$ cat config.mk
export PLATFORM = sky130hd
export DESIGN_NAME = avcc_param_sets_to_annexb_top
export DESIGN_NICKNAME = d
export VERILOG_FILES = /design/src/design/avcc_pkg.sv /design/src/design/avcc_front.sv /design/src/design/avcc_queue.sv /design/src/design/avcc_back.sv /design/src/design/avcc_param_sets_to_annexb_top.sv
export SDC_FILE = /design/constraint.sdc
export NUM_CORES = 1
export LEC_CHECK = 0
export ABC_AREA = 0
export BUFFER_PORTS_ARGS = -buffer_cell sky130_fd_sc_hd__buf_4
export CORE_ASPECT_RATIO = 1.5
export CORE_MARGIN = 4
export CORE_UTILIZATION = 65
export DETAILED_ROUTE_END_ITERATION = 8
export GPL_ROUTABILITY_DRIVEN = 1
export PLACE_DENSITY_LB_ADDON = 0.3
export SETUP_SLACK_MARGIN = 0.5
export SLEW_MARGIN = 20
export SYNTH_ARGS = -nofsm -noshare
export SYNTH_HDL_FRONTEND = slang
export SYNTH_SLANG_ARGS = --single-unit
$ cat constraint.sdc
create_clock -name i_clk -period 15.9 [get_ports i_clk]
set_input_delay 2.385 -clock i_clk [delete_from_list [all_inputs] [get_ports i_clk]]
set_output_delay 2.385 -clock i_clk [all_outputs]
set_load 0.005 [all_outputs]
$ cat src/design/avcc_pkg.sv
`default_nettype none

package avcc_pkg;

    localparam int QDepth = 4;
    localparam int QPtrW  = $clog2(QDepth);

    typedef struct packed {
        logic [7:0] data_byte;
        logic       last_byte;
    } t_in_word;

    typedef struct packed {
        logic [7:0]  out_byte;
        logic        is_status;
        logic [2:0]  status_code;
        logic [15:0] total_size;
        logic [2:0]  length_field_size;
        logic        last_result;
    } t_out_word;

    typedef enum logic [2:0] {
        PH_HEADER = 3'd0,
        PH_COUNT  = 3'd1,
        PH_LEN_HI = 3'd2,
        PH_LEN_LO = 3'd3,
        PH_DATA   = 3'd4,
        PH_SKIP   = 3'd5,
        PH_DONE   = 3'd6
    } t_phase;

    localparam logic [2:0] ST_OK        = 3'd0;
    localparam logic [2:0] ST_TOO_SMALL = 3'd1;
    localparam logic [2:0] ST_TRUNC_LEN = 3'd2;
    localparam logic [2:0] ST_TRUNC_DAT = 3'd3;
    localparam logic [2:0] ST_OVERFLOW  = 3'd4;

    // what one accepted input byte asks the back end to emit
    typedef struct packed {
        logic        start;
        logic        data;
        logic [7:0]  data_byte;
        logic        status;
        logic [2:0]  code;
        logic [15:0] total;
        logic [2:0]  prefix;
    } t_cmd;

    typedef struct packed {
        logic full;
        logic empty;
    } t_q_flags;

endpackage

`default_nettype wire

$ cat src/design/avcc_front.sv
`default_nettype none

module avcc_front
    import avcc_pkg::*;
(
    input  wire logic        i_clk,
    input  wire logic        i_rst_n,
    input  wire logic        i_cfg_we,
    input  wire logic [15:0] i_cfg_wdata,
    input  wire logic        i_accept,
    input  wire t_in_word    i_word,
    output logic             o_cmd_valid,
    output t_cmd             o_cmd
);

    t_phase      r_phase, n_phase;
    logic [2:0]  r_byte_cnt, n_byte_cnt;
    logic [7:0]  r_sets, n_sets;
    logic        r_doing_pps, n_doing_pps;
    logic [7:0]  r_len_hi, n_len_hi;
    logic [15:0] r_data_left, n_data_left;
    logic [16:0] r_out_count, n_out_count;
    logic [2:0]  r_prefix, n_prefix;
    logic [2:0]  r_err, n_err;
    logic [15:0] r_cap;

    logic [7:0]  b;
    logic [15:0] len;
    logic [17:0] need;
    logic        entry_done;
    logic        list_empty;
    logic [7:0]  sets_next;
    logic [2:0]  code;
    t_cmd        cmd;

    always_ff @(posedge i_clk) begin
        if (!i_rst_n) begin
            r_phase <= PH_HEADER;
        end else if (i_accept) begin
            r_phase <= n_phase;
        end
    end

    always_ff @(posedge i_clk) begin
        if (!i_rst_n) begin
            r_byte_cnt  <= 3'd0;
            r_sets      <= 8'd0;
            r_doing_pps <= 1'b0;
            r_len_hi    <= 8'd0;
            r_data_left <= 16'd0;
            r_out_count <= 17'd0;
            r_prefix    <= 3'd1;
            r_err       <= ST_OK;
        end else if (i_accept) begin
            r_byte_cnt  <= n_byte_cnt;
            r_sets      <= n_sets;
            r_doing_pps <= n_doing_pps;
            r_len_hi    <= n_len_hi;
            r_data_left <= n_data_left;
            r_out_count <= n_out_count;
            r_prefix    <= n_prefix;
            r_err       <= n_err;
        end
    end

    always_ff @(posedge i_clk) begin
        if (!i_rst_n) begin
            r_cap <= 16'hffff;
        end else if (i_cfg_we) begin
            r_cap <= i_cfg_wdata;
        end
    end

    always_comb begin
        b           = i_word.data_byte;
        len         = {r_len_hi, b};
        need        = {1'b0, r_out_count} + 18'd4 + {2'b00, len};
        n_phase     = r_phase;
        n_byte_cnt  = (r_byte_cnt < 3'd7) ? r_byte_cnt + 3'd1 : r_byte_cnt;
        n_sets      = r_sets;
        n_doing_pps = r_doing_pps;
        n_len_hi    = r_len_hi;
        n_data_left = r_data_left;
        n_out_count = r_out_count;
        n_prefix    = r_prefix;
        n_err       = r_err;
        entry_done  = 1'b0;
        cmd         = '0;
        code        = ST_OK;

        case (r_phase)
            PH_HEADER: begin
                if (r_byte_cnt == 3'd4) begin
                    n_prefix = {1'b0, b[1:0]} + 3'd1;
                    n_phase  = PH_COUNT;
                end
            end
            PH_COUNT: begin
                n_sets = r_doing_pps ? b : {3'b000, b[4:0]};
            end
            PH_LEN_HI: begin
                n_len_hi = b;
                n_phase  = PH_LEN_LO;
            end
            PH_LEN_LO: begin
                n_data_left = len;
                if (need > {2'b00, r_cap}) begin
                    if (len == 16'd0) begin
                        n_err   = ST_OVERFLOW;
                        n_phase = PH_DONE;
                    end else begin
                        n_phase = PH_SKIP;
                    end
                end else begin
                    cmd.start   = 1'b1;
                    n_out_count = r_out_count + 17'd4;
                    if (len == 16'd0) begin
                        entry_done = 1'b1;
                    end else begin
                        n_phase = PH_DATA;
                    end
                end
            end
            PH_DATA: begin
                cmd.data      = 1'b1;
                cmd.data_byte = b;
                n_out_count   = r_out_count + 17'd1;
                n_data_left   = r_data_left - 16'd1;
                if (n_data_left == 16'd0) begin
                    entry_done = 1'b1;
                end
            end
            PH_SKIP: begin
                n_data_left = r_data_left - 16'd1;
                if (n_data_left == 16'd0) begin
                    n_err   = ST_OVERFLOW;
                    n_phase = PH_DONE;
                end
            end
            default: begin
            end
        endcase

        // the count byte and a finished entry both pick the next list position
        sets_next  = entry_done ? r_sets - 8'd1 : n_sets;
        list_empty = (sets_next == 8'd0);
        if (entry_done || r_phase == PH_COUNT) begin
            n_sets = sets_next;
            if (!list_empty) begin
                n_phase = PH_LEN_HI;
            end else if (r_doing_pps) begin
                n_phase = PH_DONE;
            end else begin
                n_doing_pps = 1'b1;
                n_phase     = PH_COUNT;
            end
        end

        if (n_byte_cnt < 3'd7) begin
            code = ST_TOO_SMALL;
        end else if (n_err != ST_OK) begin
            code = n_err;
        end else if (n_phase == PH_DATA || n_phase == PH_SKIP) begin
            code = ST_TRUNC_DAT;
        end else if (n_phase == PH_DONE) begin
            code = ST_OK;
        end else begin
            code = ST_TRUNC_LEN;
        end

        if (i_word.last_byte) begin
            cmd.status  = 1'b1;
            cmd.code    = code;
            cmd.total   = (code == ST_OK) ? n_out_count[15:0] : 16'd0;
            cmd.prefix  = n_prefix;
            n_phase     = PH_HEADER;
            n_byte_cnt  = 3'd0;
            n_sets      = 8'd0;
            n_doing_pps = 1'b0;
            n_len_hi    = 8'd0;
            n_data_left = 16'd0;
            n_out_count = 17'd0;
            n_prefix    = 3'd1;
            n_err       = ST_OK;
        end
    end

    assign o_cmd_valid = i_accept && (cmd.start || cmd.data || cmd.status);
    assign o_cmd       = cmd;

endmodule

`default_nettype wire

$ cat src/design/avcc_queue.sv
`default_nettype none

module avcc_queue
    import avcc_pkg::*;
(
    input  wire logic i_clk,
    input  wire logic i_rst_n,
    input  wire logic i_wr,
    input  wire t_cmd i_wdata,
    input  wire logic i_rd,
    output t_cmd      o_head,
    output t_q_flags  o_flags
);

    localparam int CntW = QPtrW + 1;

    t_cmd             r_mem [QDepth];
    logic [QPtrW-1:0] r_wptr, r_rptr;
    logic [CntW-1:0]  r_count;
    logic             do_wr, do_rd;

    assign do_wr = i_wr && !o_flags.full;
    assign do_rd = i_rd && !o_flags.empty;

    always_ff @(posedge i_clk) begin
        if (do_wr) begin
            r_mem[r_wptr] <= i_wdata;
        end
    end

    always_ff @(posedge i_clk) begin
        if (!i_rst_n) begin
            r_wptr  <= '0;
            r_rptr  <= '0;
            r_count <= '0;
        end else begin
            if (do_wr) begin
                r_wptr <= r_wptr + QPtrW'(1);
            end
            if (do_rd) begin
                r_rptr <= r_rptr + QPtrW'(1);
            end
            if (do_wr && !do_rd) begin
                r_count <= r_count + CntW'(1);
            end else if (do_rd && !do_wr) begin
                r_count <= r_count - CntW'(1);
            end
        end
    end

    assign o_head        = r_mem[r_rptr];
    assign o_flags.full  = (r_count == CntW'(QDepth));
    assign o_flags.empty = (r_count == '0);

endmodule

`default_nettype wire

$ cat src/design/avcc_back.sv
`default_nettype none

module avcc_back
    import avcc_pkg::*;
(
    input  wire logic i_clk,
    input  wire logic i_rst_n,
    input  wire t_cmd i_head,
    input  wire logic i_q_empty,
    input  wire logic i_pop,
    output logic      o_q_pop,
    output t_out_word o_word
);

    logic [1:0] r_sub, n_sub;
    logic       r_body_done, n_body_done;
    logic       in_body;
    logic       pop_ok;

    always_ff @(posedge i_clk) begin
        if (!i_rst_n) begin
            r_sub       <= 2'd0;
            r_body_done <= 1'b0;
        end else begin
            r_sub       <= n_sub;
            r_body_done <= n_body_done;
        end
    end

    always_comb begin
        in_body     = (i_head.start || i_head.data) && !r_body_done;
        pop_ok      = i_pop && !i_q_empty;
        n_sub       = r_sub;
        n_body_done = r_body_done;
        o_q_pop     = 1'b0;
        o_word      = '0;

        if (in_body && i_head.start) begin
            o_word.out_byte    = (r_sub == 2'd3) ? 8'd1 : 8'd0;
            o_word.last_result = (r_sub == 2'd3) && !i_head.status;
        end else if (in_body) begin
            o_word.out_byte    = i_head.data_byte;
            o_word.last_result = !i_head.status;
        end else begin
            o_word.is_status         = 1'b1;
            o_word.status_code       = i_head.code;
            o_word.total_size        = i_head.total;
            o_word.length_field_size = i_head.prefix;
            o_word.last_result       = 1'b1;
        end

        // step through start code, data and status of the head entry
        if (pop_ok) begin
            if (in_body && i_head.start && r_sub != 2'd3) begin
                n_sub = r_sub + 2'd1;
            end else if (in_body && i_head.status) begin
                n_body_done = 1'b1;
            end else begin
                o_q_pop     = 1'b1;
                n_sub       = 2'd0;
                n_body_done = 1'b0;
            end
        end
    end

endmodule

`default_nettype wire

$ cat src/design/avcc_param_sets_to_annexb_top.sv
// each taken byte's command is registered into the queue; output words come
// combinationally from its head. throughput: one input byte per cycle unless
// the queue is full; a start code is four words paced by the single output port,
// while a four-entry queue absorbs the burst. reset: synchronous active-low;
// clears the parser, queue and output sequencer; sets the output capacity to 65535
`default_nettype none

module avcc_param_sets_to_annexb_top
    import avcc_pkg::*;
(
    input  wire logic        i_clk,
    input  wire logic        i_rst_n,
    input  wire logic        i_cfg_we,
    input  wire logic [15:0] i_cfg_wdata,
    input  wire logic        push,
    output logic             full,
    input  wire t_in_word    i_in_word,
    output logic             empty,
    input  wire logic        pop,
    output t_out_word        o_out_word
);

    logic     accept;
    logic     cmd_valid;
    t_cmd     cmd;
    t_cmd     head;
    t_q_flags q_flags;
    logic     q_pop;

    assign accept = push && !q_flags.full;
    assign full   = q_flags.full;
    assign empty  = q_flags.empty;

    avcc_front u_front (
        .i_clk       (i_clk),
        .i_rst_n     (i_rst_n),
        .i_cfg_we    (i_cfg_we),
        .i_cfg_wdata (i_cfg_wdata),
        .i_accept    (accept),
        .i_word      (i_in_word),
        .o_cmd_valid (cmd_valid),
        .o_cmd       (cmd)
    );

    avcc_queue u_queue (
        .i_clk   (i_clk),
        .i_rst_n (i_rst_n),
        .i_wr    (cmd_valid),
        .i_wdata (cmd),
        .i_rd    (q_pop),
        .o_head  (head),
        .o_flags (q_flags)
    );

    avcc_back u_back (
        .i_clk     (i_clk),
        .i_rst_n   (i_rst_n),
        .i_head    (head),
        .i_q_empty (q_flags.empty),
        .i_pop     (pop),
        .o_q_pop   (q_pop),
        .o_word    (o_out_word)
    );

`ifndef SYNTHESIS
    a_status_is_last: assert property (@(posedge i_clk) disable iff (!i_rst_n)
        (!empty && o_out_word.is_status) |-> o_out_word.last_result)
        else $error("status word without last_result");

    a_byte_word_clean: assert property (@(posedge i_clk) disable iff (!i_rst_n)
        (!empty && !o_out_word.is_status) |->
        (o_out_word.status_code == ST_OK && o_out_word.total_size == 16'd0 &&
         o_out_word.length_field_size == 3'd0))
        else $error("byte word carries status fields");

    a_queue_pop_needs_word: assert property (@(posedge i_clk) disable iff (!i_rst_n)
        q_pop |-> (pop && !empty && o_out_word.last_result))
        else $error("queue entry retired before its last word");

    a_empty_after_reset: assert property (@(posedge i_clk)
        (i_rst_n && $past(!i_rst_n)) |-> empty)
        else $error("result queue not empty after reset");
`endif

endmodule

`default_nettype wire
# ---- Word-level counts from Yosys, hierarchy flattened
# Memory sizes are Yosys's and may differ from the RTL's. A register that Yosys moved wholly into a read port is not among the register bits.
# Index checks and enable logic that the tools add are counted.
dict set report word_totals {
  ff_bits 88
  ram_bits 132
  in_bits 30
  output_inout_bits 34
  elab_cells 158
  mem_count 1
}
# memory words width read_ports rd_clocked_by_memory_dff write_ports line_no
set memory_table {}
lappend memory_table {u_queue.r_mem 4 33 1 1 1 avcc_queue.sv:17} ;# t_cmd r_mem [QDepth];
dict set report classes {
  add_sub_neg 13
  magnitude_cmp 3
  n_eq_ne 14
  n_mux 67
  n_bitwise 1
  reduce_logical 43
}
# cell count
set op_table {}
lappend op_table {{2-to-1 mux 8 bit} 9}
lappend op_table {{2-to-1 mux 23 bit} 3}
lappend op_table {{2-to-1 mux 3 bit} 22}
lappend op_table {{2-to-1 mux 17 bit} 2}
lappend op_table {{one-hot mux 17 bit (2 select lines)} 1}
lappend op_table {{logical NOT 16 bit} 2}
lappend op_table {{2-to-1 mux 16 bit} 2}
lappend op_table {{one-hot mux 16 bit (2 select lines)} 1}
lappend op_table {{== test 3 bit, second input constant} 7}
lappend op_table {{adder 17 x 3 -> 18 bit, second input constant} 1}
lappend op_table {{adder 18 x 16 -> 18 bit} 1}
lappend op_table {{> comparator 18 x 16 -> 1 bit} 1}
lappend op_table {{adder 17 x 1 -> 17 bit, second input constant} 1}
lappend op_table {{adder 17 x 3 -> 17 bit, second input constant} 1}
lappend op_table {{2-to-1 mux 1 bit} 17}
lappend op_table {{subtractor 16 x 1 -> 16 bit, second input constant} 1}
lappend op_table {{logical AND 1 bit} 12}
lappend op_table {{2-to-1 mux 2 bit} 6}
lappend op_table {{one-hot mux 3 bit (4 select lines)} 1}
lappend op_table {{logical NOT 3 bit} 3}
lappend op_table {{2-to-1 mux 9 bit} 1}
lappend op_table {{nonzero test 3 bit} 3}
lappend op_table {{logical NOT 8 bit} 1}
lappend op_table {{AND reduction 2 bit} 4}
lappend op_table {{other kinds (20)} 38}

# ---- Depth between registers and ports, before layout
# Gate-level depths: netlist of the first run.
dict set report depth {
  ltp_word 24
  mapped_depth 28
}

# ---- Modules after synthesis
# A second synthesis of the first run with hierarchy kept.
dict set report unflattened {
  hier_cells 1113
  area_unflattened_um2 12100.4
}
# mod n_inst cells_each area_each_um2 seq_area_each_um2
set modules_own_cells {}
lappend modules_own_cells {avcc_front 1 835 6386.1 1561.5}
lappend modules_own_cells {avcc_queue 1 221 5297.6 4144.0}
lappend modules_own_cells {avcc_back 1 56 402.9 60.1}
lappend modules_own_cells {avcc_param_sets_to_annexb_top 1 1 13.8 0.0}

# ---- Least setup slack after synthesis of the first run
# Ideal clock, no wire load.
dict set report synth_path {
  path_kind {input port to flip-flop}
  start {input port i_in_word[2] (netlist bit)}
  end {register u_queue.r_count[2]}
  setup_time_ns 0.070
  t_arrival_ns 7.571
  path_slack_ns 8.258
  stages 27
  path_buffers 0
  path_cell_list {ha_1 -> ha_1 -> inv_1 -> fa_1 -> nand2b_1 -> a21oi_1 -> o211ai_1 -> nand2_1 -> a21o_1 -> a21oi_1 -> o21bai_1 -> a21oi_1 -> xnor2_1 -> ha_1 -> nand4_1 -> or4_1 -> a221oi_2 -> nand3b_2 -> nor3_2 -> o31ai_2 -> inv_1 -> ha_1 -> inv_1 -> fa_1 -> xor2_1 -> or3_1 -> a21oi_1}
}
# element line_no
set synth_rtl {}
lappend synth_rtl {{from (decl)} avcc_param_sets_to_annexb_top.sv:17} ;# input wire t_in_word i_in_word,
lappend synth_rtl {{to (signal assigned)} avcc_queue.sv:44} ;# r_count <= r_count + CntW'(1);
lappend synth_rtl {{to (signal assigned)} avcc_queue.sv:46} ;# r_count <= r_count - CntW'(1);
lappend synth_rtl {{to (decl)} avcc_queue.sv:19} ;# logic [CntW-1:0] r_count;

==> results of run 1 <==
-- power groups by stage --
stage / logic (µW) / clock network [µW] / registers, µW
floorplan: 127 / 0 / 647
global placement: 194 / 0 / 649
detailed placement: 199 / 0 / 650
CTS: 199 / 520 / 638
global route: 218 / 543 / 640
finish: 197 / 514 / 638
-- synthesized netlist by cell type (all sizes together), types with 5 or more instances --
cell type,instances,area (µm²)
mux2i,7,70.1
nor2b,40,250
nand3b,6,52.6
a21oi,83,419
dfxtp,90,1800
or3,13,86.3
o41ai,5,43.8
o31ai,7,57.6
o21ai,45,233
a21o,9,67.6
a211oi,11,87.6
ha,63,788
edfxtp,132,3960
buf,16,78.8
nand4,10,62.6
and2,10,62.6
nor4,12,96.3
xnor2,21,184
nor2,106,398
xor2,23,220
o211ai,27,216
a41o,5,50.1
nand3,27,135
nor3b,5,37.5
nand2,77,292
o21bai,9,67.6
a31oi,10,62.6
a22oi,12,90.1
inv,49,184
or2,5,31.3
nor3,32,225
and3,16,100
mux4,33,743
nand2b,16,100
clkbuf,44,165
-- cells in the final DEF (no fill, tap or decap), types with 10 or more instances in the layout --
| master | n |
|---|---|
| sky130_fd_sc_hd__a21oi_1 | 82 |
| sky130_fd_sc_hd__inv_1 | 49 |
| sky130_fd_sc_hd__nand2_1 | 76 |
| sky130_fd_sc_hd__o21ai_0 | 39 |
| sky130_fd_sc_hd__nor3_1 | 19 |
| sky130_fd_sc_hd__o211ai_1 | 26 |
| sky130_fd_sc_hd__and3_1 | 16 |
| sky130_fd_sc_hd__dfxtp_1 | 89 |
| sky130_fd_sc_hd__edfxtp_1 | 132 |
| sky130_fd_sc_hd__xor2_1 | 22 |
| sky130_fd_sc_hd__clkbuf_16 | 21 |
| sky130_fd_sc_hd__nor4_1 | 10 |
| sky130_fd_sc_hd__nand2b_1 | 16 |
| sky130_fd_sc_hd__ha_1 | 63 |
| sky130_fd_sc_hd__xnor2_1 | 21 |
| sky130_fd_sc_hd__nor2b_1 | 39 |
| sky130_fd_sc_hd__a31oi_1 | 10 |
| sky130_fd_sc_hd__mux4_2 | 33 |
| sky130_fd_sc_hd__nor3_2 | 13 |
| sky130_fd_sc_hd__nand4_1 | 10 |
| sky130_fd_sc_hd__a22oi_1 | 12 |
| sky130_fd_sc_hd__or3_1 | 12 |
| sky130_fd_sc_hd__buf_4 | 76 |
| sky130_fd_sc_hd__a211oi_1 | 10 |
| sky130_fd_sc_hd__nand3_1 | 27 |
| sky130_fd_sc_hd__nor2_1 | 106 |
-- registers in the layout, indices dropped and copies added (netlist names), 3 cells and up, named ones only --
| signal | count |
|---|---|
| u_front.r_out_count | 17 |
| u_front.r_byte_cnt | 3 |
| u_front.r_cap | 16 |
| u_front.r_len_hi | 8 |
| u_queue.r_mem | 132 |
| u_front.r_err | 3 |
| u_front.r_phase | 3 |
| u_front.r_sets | 8 |
| u_queue.r_count | 3 |
| u_front.r_prefix | 3 |
| u_front.r_data_left | 16 |
-- cells by family (layout without fill, tap and decap cells) --
| kind of cell | after synthesis | in the layout | synth area share |
|---|---|---|---|
| AND/OR/NAND/NOR | 387 | 387 | 0.169 |
| adder cells (fa/ha/maj) | 65 | 65 | 0.0687 |
| AO/OA/AOI/OAI | 261 | 261 | 0.146 |
| buffers and inverters | 109 | 162 | 0.0355 |
| XOR/XNOR | 44 | 44 | 0.0335 |
| multiplexers | 41 | 41 | 0.0687 |
| flip-flops | 222 | 222 | 0.478 |
-- stage by stage --
stage	setup slack, ps	total power [µW]	util	hold WS, ps	instances
floorplan	8260	774	-	444	1129
CTS	7800	1360	0.740	475	1430
global placement	7570	843	0.702	453	1393
detailed placement	7390	849	0.702	463	1393
global route	7350	1400	0.740	492	1430
finish	7810	1350	0.740	476	1430
-- critical path, stage by stage --
cell and delay [ps]:
sky130_fd_sc_hd__buf_4 130, sky130_fd_sc_hd__inv_1 60, sky130_fd_sc_hd__ha_1 320, sky130_fd_sc_hd__inv_1 60, sky130_fd_sc_hd__ha_1 320, sky130_fd_sc_hd__a211oi_2 240
sky130_fd_sc_hd__o21bai_1 150, sky130_fd_sc_hd__a2111oi_4 470, sky130_fd_sc_hd__o21bai_1 170, sky130_fd_sc_hd__a21oi_1 190, sky130_fd_sc_hd__nor2_1 60, sky130_fd_sc_hd__nor2_1 130
sky130_fd_sc_hd__xnor2_1 100, sky130_fd_sc_hd__ha_1 330, sky130_fd_sc_hd__nand4_1 140, sky130_fd_sc_hd__or4_1 560, sky130_fd_sc_hd__a221oi_2 390, sky130_fd_sc_hd__nand3b_2 240
sky130_fd_sc_hd__nor3_2 430, sky130_fd_sc_hd__o31ai_2 240, sky130_fd_sc_hd__inv_1 160, sky130_fd_sc_hd__ha_1 200, sky130_fd_sc_hd__inv_1 60, sky130_fd_sc_hd__fa_1 370
sky130_fd_sc_hd__xor2_1 170, sky130_fd_sc_hd__or3_1 300, sky130_fd_sc_hd__a21oi_1 130
-- per-layer routing --
| metal | global-route usage | vias up | part of all wire |
|---|---|---|---|
| met4 | 0.108 | 0 | 0.040 |
| met1 | 0.342 | 4375 | 0.38 |
| met5 | 0 | - | 0 |
| met3 | 0.0353 | 86 | 0.059 |
| met2 | 0.490 | 348 | 0.52 |
| li1 | - | 4280 | - |
-- path summary, 6_finish.rpt --
kind                     startpoint  slack [ps]            endpoint
max reg2reg  u_front.r_out_count[2]        9270  u_queue.r_count[2]
min                 u_back.r_sub[0]         480     u_back.r_sub[0]
min reg2reg         u_back.r_sub[0]         480     u_back.r_sub[0]
max                    i_in_word[3]        7810  u_queue.r_count[2]
-- cell type report --
| class | count | area (µm²) |
|---|---|---|
| multi-input cells | 798 | 5870 |
| flip-flops and latches | 222 | 5770 |
| fillers | 1279 | 4700 |
| repair buffers | 76 | 571 |
| clock buffers | 27 | 558 |
| well taps | 248 | 310 |
| inverters | 49 | 184 |
| clock inverters | 10 | 134 |
==> flow_results.org, run 1 <==
** Timing
- Based on the critical path, the design can be clocked at up to 124 MHz.
- Setup repair after global routing left no endpoint under its margin.
- In the finished design, the share of the clock period the worst path needs comes to 0.509.
- Number of failing setup endpoints in the final timing report :: 0
- Worst clock skew on the final layout :: 21.8 ps
- Slew of the pin with the lowest slew margin :: 941 ps
- The number of hold violations in the final report came to 0.
- Min Clock Period, post-route :: 8090 ps
- Worst-case headroom to the max-slew limit :: 0.368
- Max-slew violation count :: 0
- Setup total negative slack on the finished layout was measured at 0 ps.

** Setup path
- Kind of critical path :: primary input to flop
- Arrival @ worst endpoint :: 8530 ps
- WP data required :: 16,340 ps
- Nature of the critical path endpoint :: flop
- R2R cell count :: 26
- Worst Setup Start Kind :: primary input
- Along the worst path, the maximum fanout reaches 8.

** Clock network
- Post-CTS Hold Fix Bufs :: 0
- CTS saw 222 sinks.
- Buffers from clock root to sink, at most :: 3
- Buffers inserted during clock tree synthesis total 21.
- Buffers added to address setup during post-CTS repair amount to 0.
- At the later pin of the worst-skew pair, clock insertion delay measures 510 ps.
- Gates resized during post-CTS repair numbered 0.
- The root buffer cell chosen for the clock tree is sky130_fd_sc_hd__clkbuf_16.
- Clk slew on worst S/H paths :: 70 ps
- TritonCTS built the clock tree.
- CTS built an H-tree with a depth of 1.

** Drt
- In the routed design, unresolved DRC markers number 0.
- Routed vias :: 9,089
- The detailed router finished its first iteration with 914 violations.
- The first detailed-routing pass took 5 iterations.
- After detailed routing, the number of vias per cell comes to 6.36.
- Summed over all layers, the routed wires come to 28,600 µm.
- Post-detailed-route count of antenna-violating nets :: 0
- Dividing the detail-routed wire length by the instance count gives 20.0 µm.

** Status
- The run finished with clean final reports.

** Logic synthesis
- Mean area per synthesized cell :: 10.7 µm²
- In this run, synthesis inferred 132 flip-flops with an integrated enable.
- After synthesis, the netlist uses 81 different library cells.
- Area of the mapped netlist :: 0.0121 mm²
- Register bit total from synthesis :: 222
- The Yosys step of the flow raised 0 warnings.
- The cell count after synthesis came out at 1,129.
- Synthesis produced a netlist with a net count of 1,224.
- Proportion of synthesized chip area in sequential cells :: 0.478
- Top_reg_cell synth :: sky130_fd_sc_hd__edfxtp_1
- Share of synthesized flip-flops with an asynchronous set or reset :: 0

** Global routing
- For this run, the total global-route usage over all layers was measured as 0.276.
- The total overflow left after global routing is 0.
- Antenna violations before repair :: 0
- Wire length of the first global-routing pass :: 46,700 µm
- The number of global-route vias before repair came to 8,846.
- Entering global routing, the biggest net connects 53 pins.

** Pwr
- Part of the power in combinational logic :: 0.146
- Of the total power, the share spent switching nets is 0.245.
- The share of total power dissipated in the clock network is 0.381.
- Dividing total power by cell area gives a power density of 101 mW/mm².
- The analysis attributes to cell leakage a power of 0.00505 µW.
- The analysis attributes to net switching a power of 330 µW.
- Part of the power in registers :: 0.473
- VDD sags by at most 0.0949 mV.
- Internal Pwr Total :: 1020 µW

** Floorplan
- Pin placement for this block handled 64 I/O pins.
- Die outline width :: 119 µm
- The initial utilization of the core area, before any placement, comes to 0.666.
- The region available for standard cell placement spans 0.0181 mm².
- The die covers 0.0208 mm².
- Die Height :: 175 µm
- Number of placement rows :: 60

** Min path
- The worst hold path was traced through 2 stages.
- The worst hold path belongs to the class flop to flop.

** Place
- The count of buffers added on input and output ports is 63.
- Routability-driven placement finished with a final weighted congestion of 0.938.
- Placed cell area :: 0.0127 mm²
- Post-DP HPWL :: 19,700 µm

** Finish
- Number of antenna repair diodes :: 0
- Fraction of layout cells with a size suffix above 1 :: 0.153
- After the last flow step, the layout net total stands at 1,263.
- Post-layout instance area :: 0.0134 mm²
- Area growth from synthesis to final layout :: 11.1%

** Job
- Max-cap violations in this run came to 0.
Note: power is estimated with default switching activity, not from simulation.
==> run 2: changes to the inputs <==
CORE_UTILIZATION = 56   (was 65)
clock period = 6.9 ns   (was 15.9 ns; I/O delays follow)
==> flow_results.org, run 2 (synthesized netlist as in run 1, its figures left out) <==
** Status
- Result of the run :: finished clean

** Setup path
- Kind of critical path :: primary input to flop
- On the worst path, the slowest cell contributes a delay of 570 ps.
- On the critical path, the stage with the largest delay is an instance of sky130_fd_sc_hd__or4_4.
- STA classifies the critical path endpoint as a flop.
- Data on the critical path arrives at its endpoint at 6470 ps.
- STA classifies the critical path startpoint as a primary input.
- WP data required :: 7330 ps
- Along the worst path, the maximum fanout reaches 5.

** Finish
- Biggest register :: u_queue.r_mem
- Largest regs :: u_queue.r_mem x132, u_front.r_out_count x17
- Most common cell after layout, fill and taps aside :: sky130_fd_sc_hd__edfxtp_1
- Flip-flop count of the largest register after layout :: 132
- The area growth from synthesis to layout is 12.7%.
- Leading cell types in the layout, fill and taps excluded :: sky130_fd_sc_hd__edfxtp_1 (132), sky130_fd_sc_hd__nor2_1 (106), sky130_fd_sc_hd__dfxtp_1 (89)
- Count of non-filler cells in the finished layout :: 1,461
- The number of antenna diodes in the final layout is 0.
- Final net count :: 1,274
- Fraction of layout cells with a size suffix above 1 :: 0.164

** Floorplan
- Number of placement rows :: 65
- The die is 188 µm tall.
- Die Outline Area :: 0.0240 mm²
- The floorplan step set the die width to 128 µm.
- Core Region :: 0.0211 mm²
- Io pins :: 64
- The initial utilization of the core area, before any placement, comes to 0.570.

** Clock network
- Clk slew on worst S/H paths :: 70 ps
- In this run the number of H-tree levels came out at 1.
- Post-CTS Hold Fix Bufs :: 0
- TritonCTS buffer count :: 21
- The clock reaches the later pin of the worst-skew pair after 500 ps.
- Sinks on Clock Net :: 222
- Buffers from clock root to sink, at most :: 3
- TritonCTS built the clock tree.
- In this run the clock root is driven by a sky130_fd_sc_hd__clkbuf_16.

** Place
- Buffers placed on the I/O ports in this run total 63.
- Counting tap cells, the placed design contains a total of 1,424 instances.
- Routability-driven placement finished with a final weighted congestion of 0.932.
- Detailed placement finished with a half-perimeter wire length of 19,600 µm.

** Pwr
- Dividing total power by cell area gives a power density of 229 mW/mm².
- Clock network fraction of total power :: 0.382
- Internal power comes to 2350 µW.
- The design draws 3110 µW.
- Of the total power, registers draw 0.471.
- The analysis attributes to cell leakage a power of 0.00512 µW.
- The worst-case IR drop observed on VDD is 0.198 mV.
- Switching power share of the total :: 0.244
- Net Switching :: 760 µW
- Part of the power in combinational logic :: 0.147

** Timing
- Sum Neg Setup Slack :: 0 ps
- Setup repair after global routing missed its margin :: no
- Worst clock skew on the final layout :: 22.8 ps
- Subtracting the final worst setup slack from the clock period gives 6050 ps.
- Slew of the pin with the lowest slew margin :: 1020 ps
- The number of hold violations in the final report came to 0.
- Max-slew violation count :: 0
- Setup violations remaining at the end of the flow were counted as 0.
- Measured against its own limit, the worst slew margin works out to 0.316.
- Achievable frequency :: 165 MHz
- Final Cycle Share :: 0.876

** Global routing
- Number of global-route vias before repair :: 8,949
- The total overflow left after global routing is 0.
- Wire length of the first global-routing pass :: 46,100 µm
- The number of antenna violations at the first check in global routing was 0.
- Maximum number of pins on one net before global-route repair :: 52
- In the global route stage, overall resource usage came out at 0.235.

** Drt
- The detailed router placed 9,043 vias in this run.
- Post-detailed-route wirelength per cell :: 19.1 µm
- The detailed router finished its first iteration with 713 violations.
- Post-detailed-route count of antenna-violating nets :: 0
- For this run, design rule violations remaining after detail routing come to 0.
- Wire length reported by the detailed router :: 27,900 µm
- The pre-antenna-repair detailed-routing pass consisted of 6 iterations.
- In the routed layout, each cell is associated on average with a via count of 6.19.

** Min path
- Worst min path class :: flop to flop

** Job
- Max-cap violations in this run came to 0.
==> run 2: path summary, 6_finish.rpt <==
kind | start | cells after the start | slack, ps | endpoint
max | i_in_word[3] | 27 | 850 | u_queue.r_count[2]
min | u_back.r_sub[0] | 2 | 470 | u_back.r_sub[0]
max reg2reg | u_front.r_out_count[2] | 26 | 1010 | u_queue.r_count[2]
min reg2reg | u_back.r_sub[0] | 2 | 470 | u_back.r_sub[0]
==> run 2: cell type report <==
type / count / area, µm²
clock buffer: 22 / 539
clock inverter: 15 / 174
fill: 1715 / 7550
inverter: 49 / 184
multi-input combinational: 798 / 5890
sequential: 222 / 5770
tap: 268 / 335
timing repair buffer: 87 / 703
==> run 2: layer usage <==
layer / vias to the layer above / wire [µm] / track usage
met5: - / 0 / 0
met4: 0 / 1160 / 0.0915
met3: 86 / 1590 / 0.0271
met2: 325 / 14300 / 0.412
met1: 4328 / 10900 / 0.294
li1: 4304 / - / -
==> run 2: per-stage QoR <==
step | utilization | hold WS (ps) | cell area, µm² | worst slack (ps)
2_1_floorplan | - | 444 | 12100 | 608
3_3_place_gp | 0.608 | 456 | 12900 | 294
3_5_place_dp | 0.608 | 465 | 12900 | 171
4_1_cts | 0.642 | 474 | 13600 | 665
5_1_grt | 0.643 | 500 | 13600 | 515
6_report | 0.643 | 475 | 13600 | 854
==> run 2: repair_timing <==
| item | in CTS | in global routing |
|---|---|---|
| buffers inserted | 0 | 0 |
| setup endpoints to repair | 0 | 37 |
| resized for setup | 0 | 4 |
==> run 2: critical path: cells and delay by family <==
kind            cells  cell delay, ps
buf+inv             5             450
xor+xnor            2             270
simple gates        7            1560
compound gates      8            1650
fa+ha+maj           5            1520
==> run 2: power by group through the flow <==
stage | Clock [µW] | Sequential (µW) | Combinational, µW
after floorplan | 0 | 1490 | 293
after global placement | 0 | 1490 | 458
after detailed placement | 0 | 1500 | 465
after CTS | 1210 | 1470 | 466
after global routing | 1270 | 1470 | 510
final | 1190 | 1470 | 458
==> run 3: changes to the inputs <==
==> constraint.sdc (replaced) <==
create_clock -name i_clk -period 6.9 [get_ports i_clk]
set_input_delay 0.345 -clock i_clk [delete_from_list [all_inputs] [get_ports i_clk]]
set_output_delay 0.345 -clock i_clk [all_outputs]
set_load 0.005 [all_outputs]
==> flow_results.org, run 3 (synthesized netlist as in run 1, its figures left out) <==
** Job
- Across the run, the number of max-cap violations was 0.

** Timing
- Of the available clock period, the critical path in the final layout requires 0.895.
- Setup repair after global routing could not meet its margin everywhere.
- The number of pins with negative max-slew slack in the final report is 0.
- Number of failing setup endpoints in the final timing report :: 0
- Headroom to the max-slew limit came out at 0.399.
- Worst clock skew on the final layout :: 9.59 ps
- Derived from the worst setup path, the maximum achievable clock frequency is 162 MHz.
- The tightest hold path in the finished design has a slack of 67.1 ps.
- Final Hold Viols :: 0
- Min Clock Period, post-route :: 6180 ps
- Adding up every negative setup slack in the final design gives 0 ps.
- Slew of the pin with the lowest slew margin :: 894 ps

** Global routing
- The first global-routing pass estimated 45,000 µm of wire.
- Entering global routing, the biggest net connects 59 pins.
- In the global route stage, overall resource usage came out at 0.230.
- Aggregate global routing overflow :: 0
- Antenna violations before repair :: 0
- The number of global-route vias before repair came to 8,797.

** Drt
- Post-detailed-route count of antenna-violating nets :: 0
- In the final routed layout, each cell accounts on average for 18.8 µm.
- For this run, design rule violations remaining after detail routing come to 0.
- The detailed router put a total of 10,900 µm of wire on met1.
- Router iterations before antenna repair :: 6
- After the first detailed-routing iteration, the DRC count stood at 839.
- Top Metal Used :: met4
- Met2 wire len :: 14,200 µm
- Detailed routing placed a total of 1530 µm of wire on met3.
- Across all layers, the routed design uses 8,925 vias.
- Wire length reported by the detailed router :: 27,400 µm
- Number of vias per cell :: 6.14

** Finish
- Largest regs :: u_queue.r_mem x132, u_front.r_out_count x17
- Most common cell after layout, fill and taps aside :: sky130_fd_sc_hd__edfxtp_1
- Fraction of layout cells with a size suffix above 1 :: 0.155
- The register with the most flip-flops in the layout has 132 of them.
- Counting flops per register, the top entry is u_queue.r_mem.
- The top cell types in the final layout, fill and taps aside, are sky130_fd_sc_hd__edfxtp_1 (132), sky130_fd_sc_hd__nor2_1 (106), sky130_fd_sc_hd__dfxtp_1 (89).
- 0 antenna diodes ended up in the layout.
- Area growth from synthesis to final layout :: 11.1%
- The final layout contains 1,267 nets.

** Clock network
- After clock tree synthesis, the clock-pin slew on the worst setup and hold paths is 60 ps.
- The cell sitting at the root of the clock tree is a sky130_fd_sc_hd__clkbuf_16.
- Clock latency reported for the late side of the worst-skew pair :: 490 ps
- In this run the deepest clock path goes through 3 buffers.
- Post-CTS Hold Fix Bufs :: 0
- TritonCTS clock tree :: built
- In this run the number of H-tree levels came out at 1.
- TritonCTS buffer count :: 21
- For this design, the sink count on the clock tree is 222.

** Floorplan
- Pin placement for this block handled 64 I/O pins.
- The floorplan step set the die height to 188 µm.
- The floorplan step defined a die boundary enclosing 0.0240 mm².
- Row generation in the floorplan step produced 65 rows.
- Core Region :: 0.0211 mm²
- Die outline width :: 128 µm
- Effective utilization at floorplan :: 0.570

** Place
- Port bufs :: 63
- Detailed placement ended at an HPWL of 19,300 µm.
- Weighted congestion at the end of routability-driven global placement :: 0.914

** Pwr
- Dividing total power by cell area gives a power density of 221 mW/mm².
- Peak supply drop :: 0.201 mV
- Static Leakage :: 0.00502 µW

** Setup path
- WP data required :: 7150 ps
- Data arrives at the worst endpoint at 6430 ps.
- The cell that appears most often on the critical path is sky130_fd_sc_hd__ha_1.
- Highest-delay cell along the critical path :: sky130_fd_sc_hd__o41a_1
- Max Fanout on Critical Path :: 17
- Kind of critical path :: flop to flop
- STA classifies the critical path endpoint as a flop.
- Walking the worst path, the cells encountered are inv_1 > ha_1 > inv_1 > ha_1 > a211oi_2 > o21bai_1 > a2111oi_4 > o21bai_1 > a21oi_1 > nor2_1 > nor2_1 > xnor2_1 > ha_1 > nand4_1 > or4_1 > a221oi_4 > nand2_1 > o41a_1 > o211ai_1 > o211ai_4 > nor3_1.
- Maximum cell stage delay along the critical path :: 660 ps
- Worst Setup Start Kind :: flop

** Min path
- The path class of the tightest hold or removal check is primary input to flop.

** Status
- Result of the run :: finished clean
==> run 3: changes by cell type in the layout (fill, tap and decap cells not counted), moves of 3 or more <==
cell,delta
sky130_fd_sc_hd__buf_12,-4
sky130_fd_sc_hd__buf_4,-3
sky130_fd_sc_hd__clkbuf_1,+3
sky130_fd_sc_hd__bufinv_16,-3
==> run 3: worst max-delay path, delay by kind of cell (launching register included) <==
kind	cells	cell delay, ps
DFF	1	390
adders and majority gates	3	990
and+or+nand+nor	6	1560
AOI/OAI and AO/OA	9	2700
buffers and inverters	2	190
xor gates and xnor gates	1	80
==> run 3: final cells by class <==
cell class / instances / area (µm²)
inverters: 49 / 184
fillers: 1708 / 7750
repair buffers: 80 / 601
well taps: 268 / 335
clock buffers: 24 / 537
flip-flops and latches: 222 / 5770
multi-input cells: 798 / 5900
clock inverters: 12 / 77.6
==> run 3: metrics by stage <==
stage / std cells / area [µm²] / worst slack, ps / utilization / total power [µW]
5_1_grt: 1453 / 13400 / 314 / 0.634 / 3110
4_1_cts: 1451 / 13400 / 529 / 0.632 / 2990
3_3_place_gp: 1415 / 12700 / 589 / 0.602 / 1950
2_1_floorplan: 1129 / 12100 / 1240 / - / 1780
3_5_place_dp: 1415 / 12700 / 387 / 0.602 / 1960
6_report: 1453 / 13400 / 724 / 0.634 / 2970
==> run 3: metal layers <==
metal,up-vias,track usage
met2,291,0.412
met5,-,0
met4,0,0.0764
met3,52,0.0248
li1,4282,-
met1,4300,0.288
==> run 3: worst paths after layout <==
path	slack, ps	from	endpoint	cells after the start
worst max register to register	720	u_front.r_out_count[2]	u_queue.r_mem[1][7]	21
worst max-delay path	720	u_front.r_out_count[2]	u_queue.r_mem[1][7]	21
worst min-delay path	70	i_cfg_wdata[0]	u_front.r_cap[0]	3
worst min register to register	480	u_back.r_sub[0]	u_back.r_sub[0]	2
==> run 3: what timing repair did <==
action,CTS,global route
buffers inserted,0,2
gates resized for setup,1,4
pin swaps,0,2
endpoints found under the setup margin,1,70
==> run 3: power breakdown <==
part	switching (µW)	internal, µW
Combinational	238	215
Sequential	22.9	1450
Clock	480	565
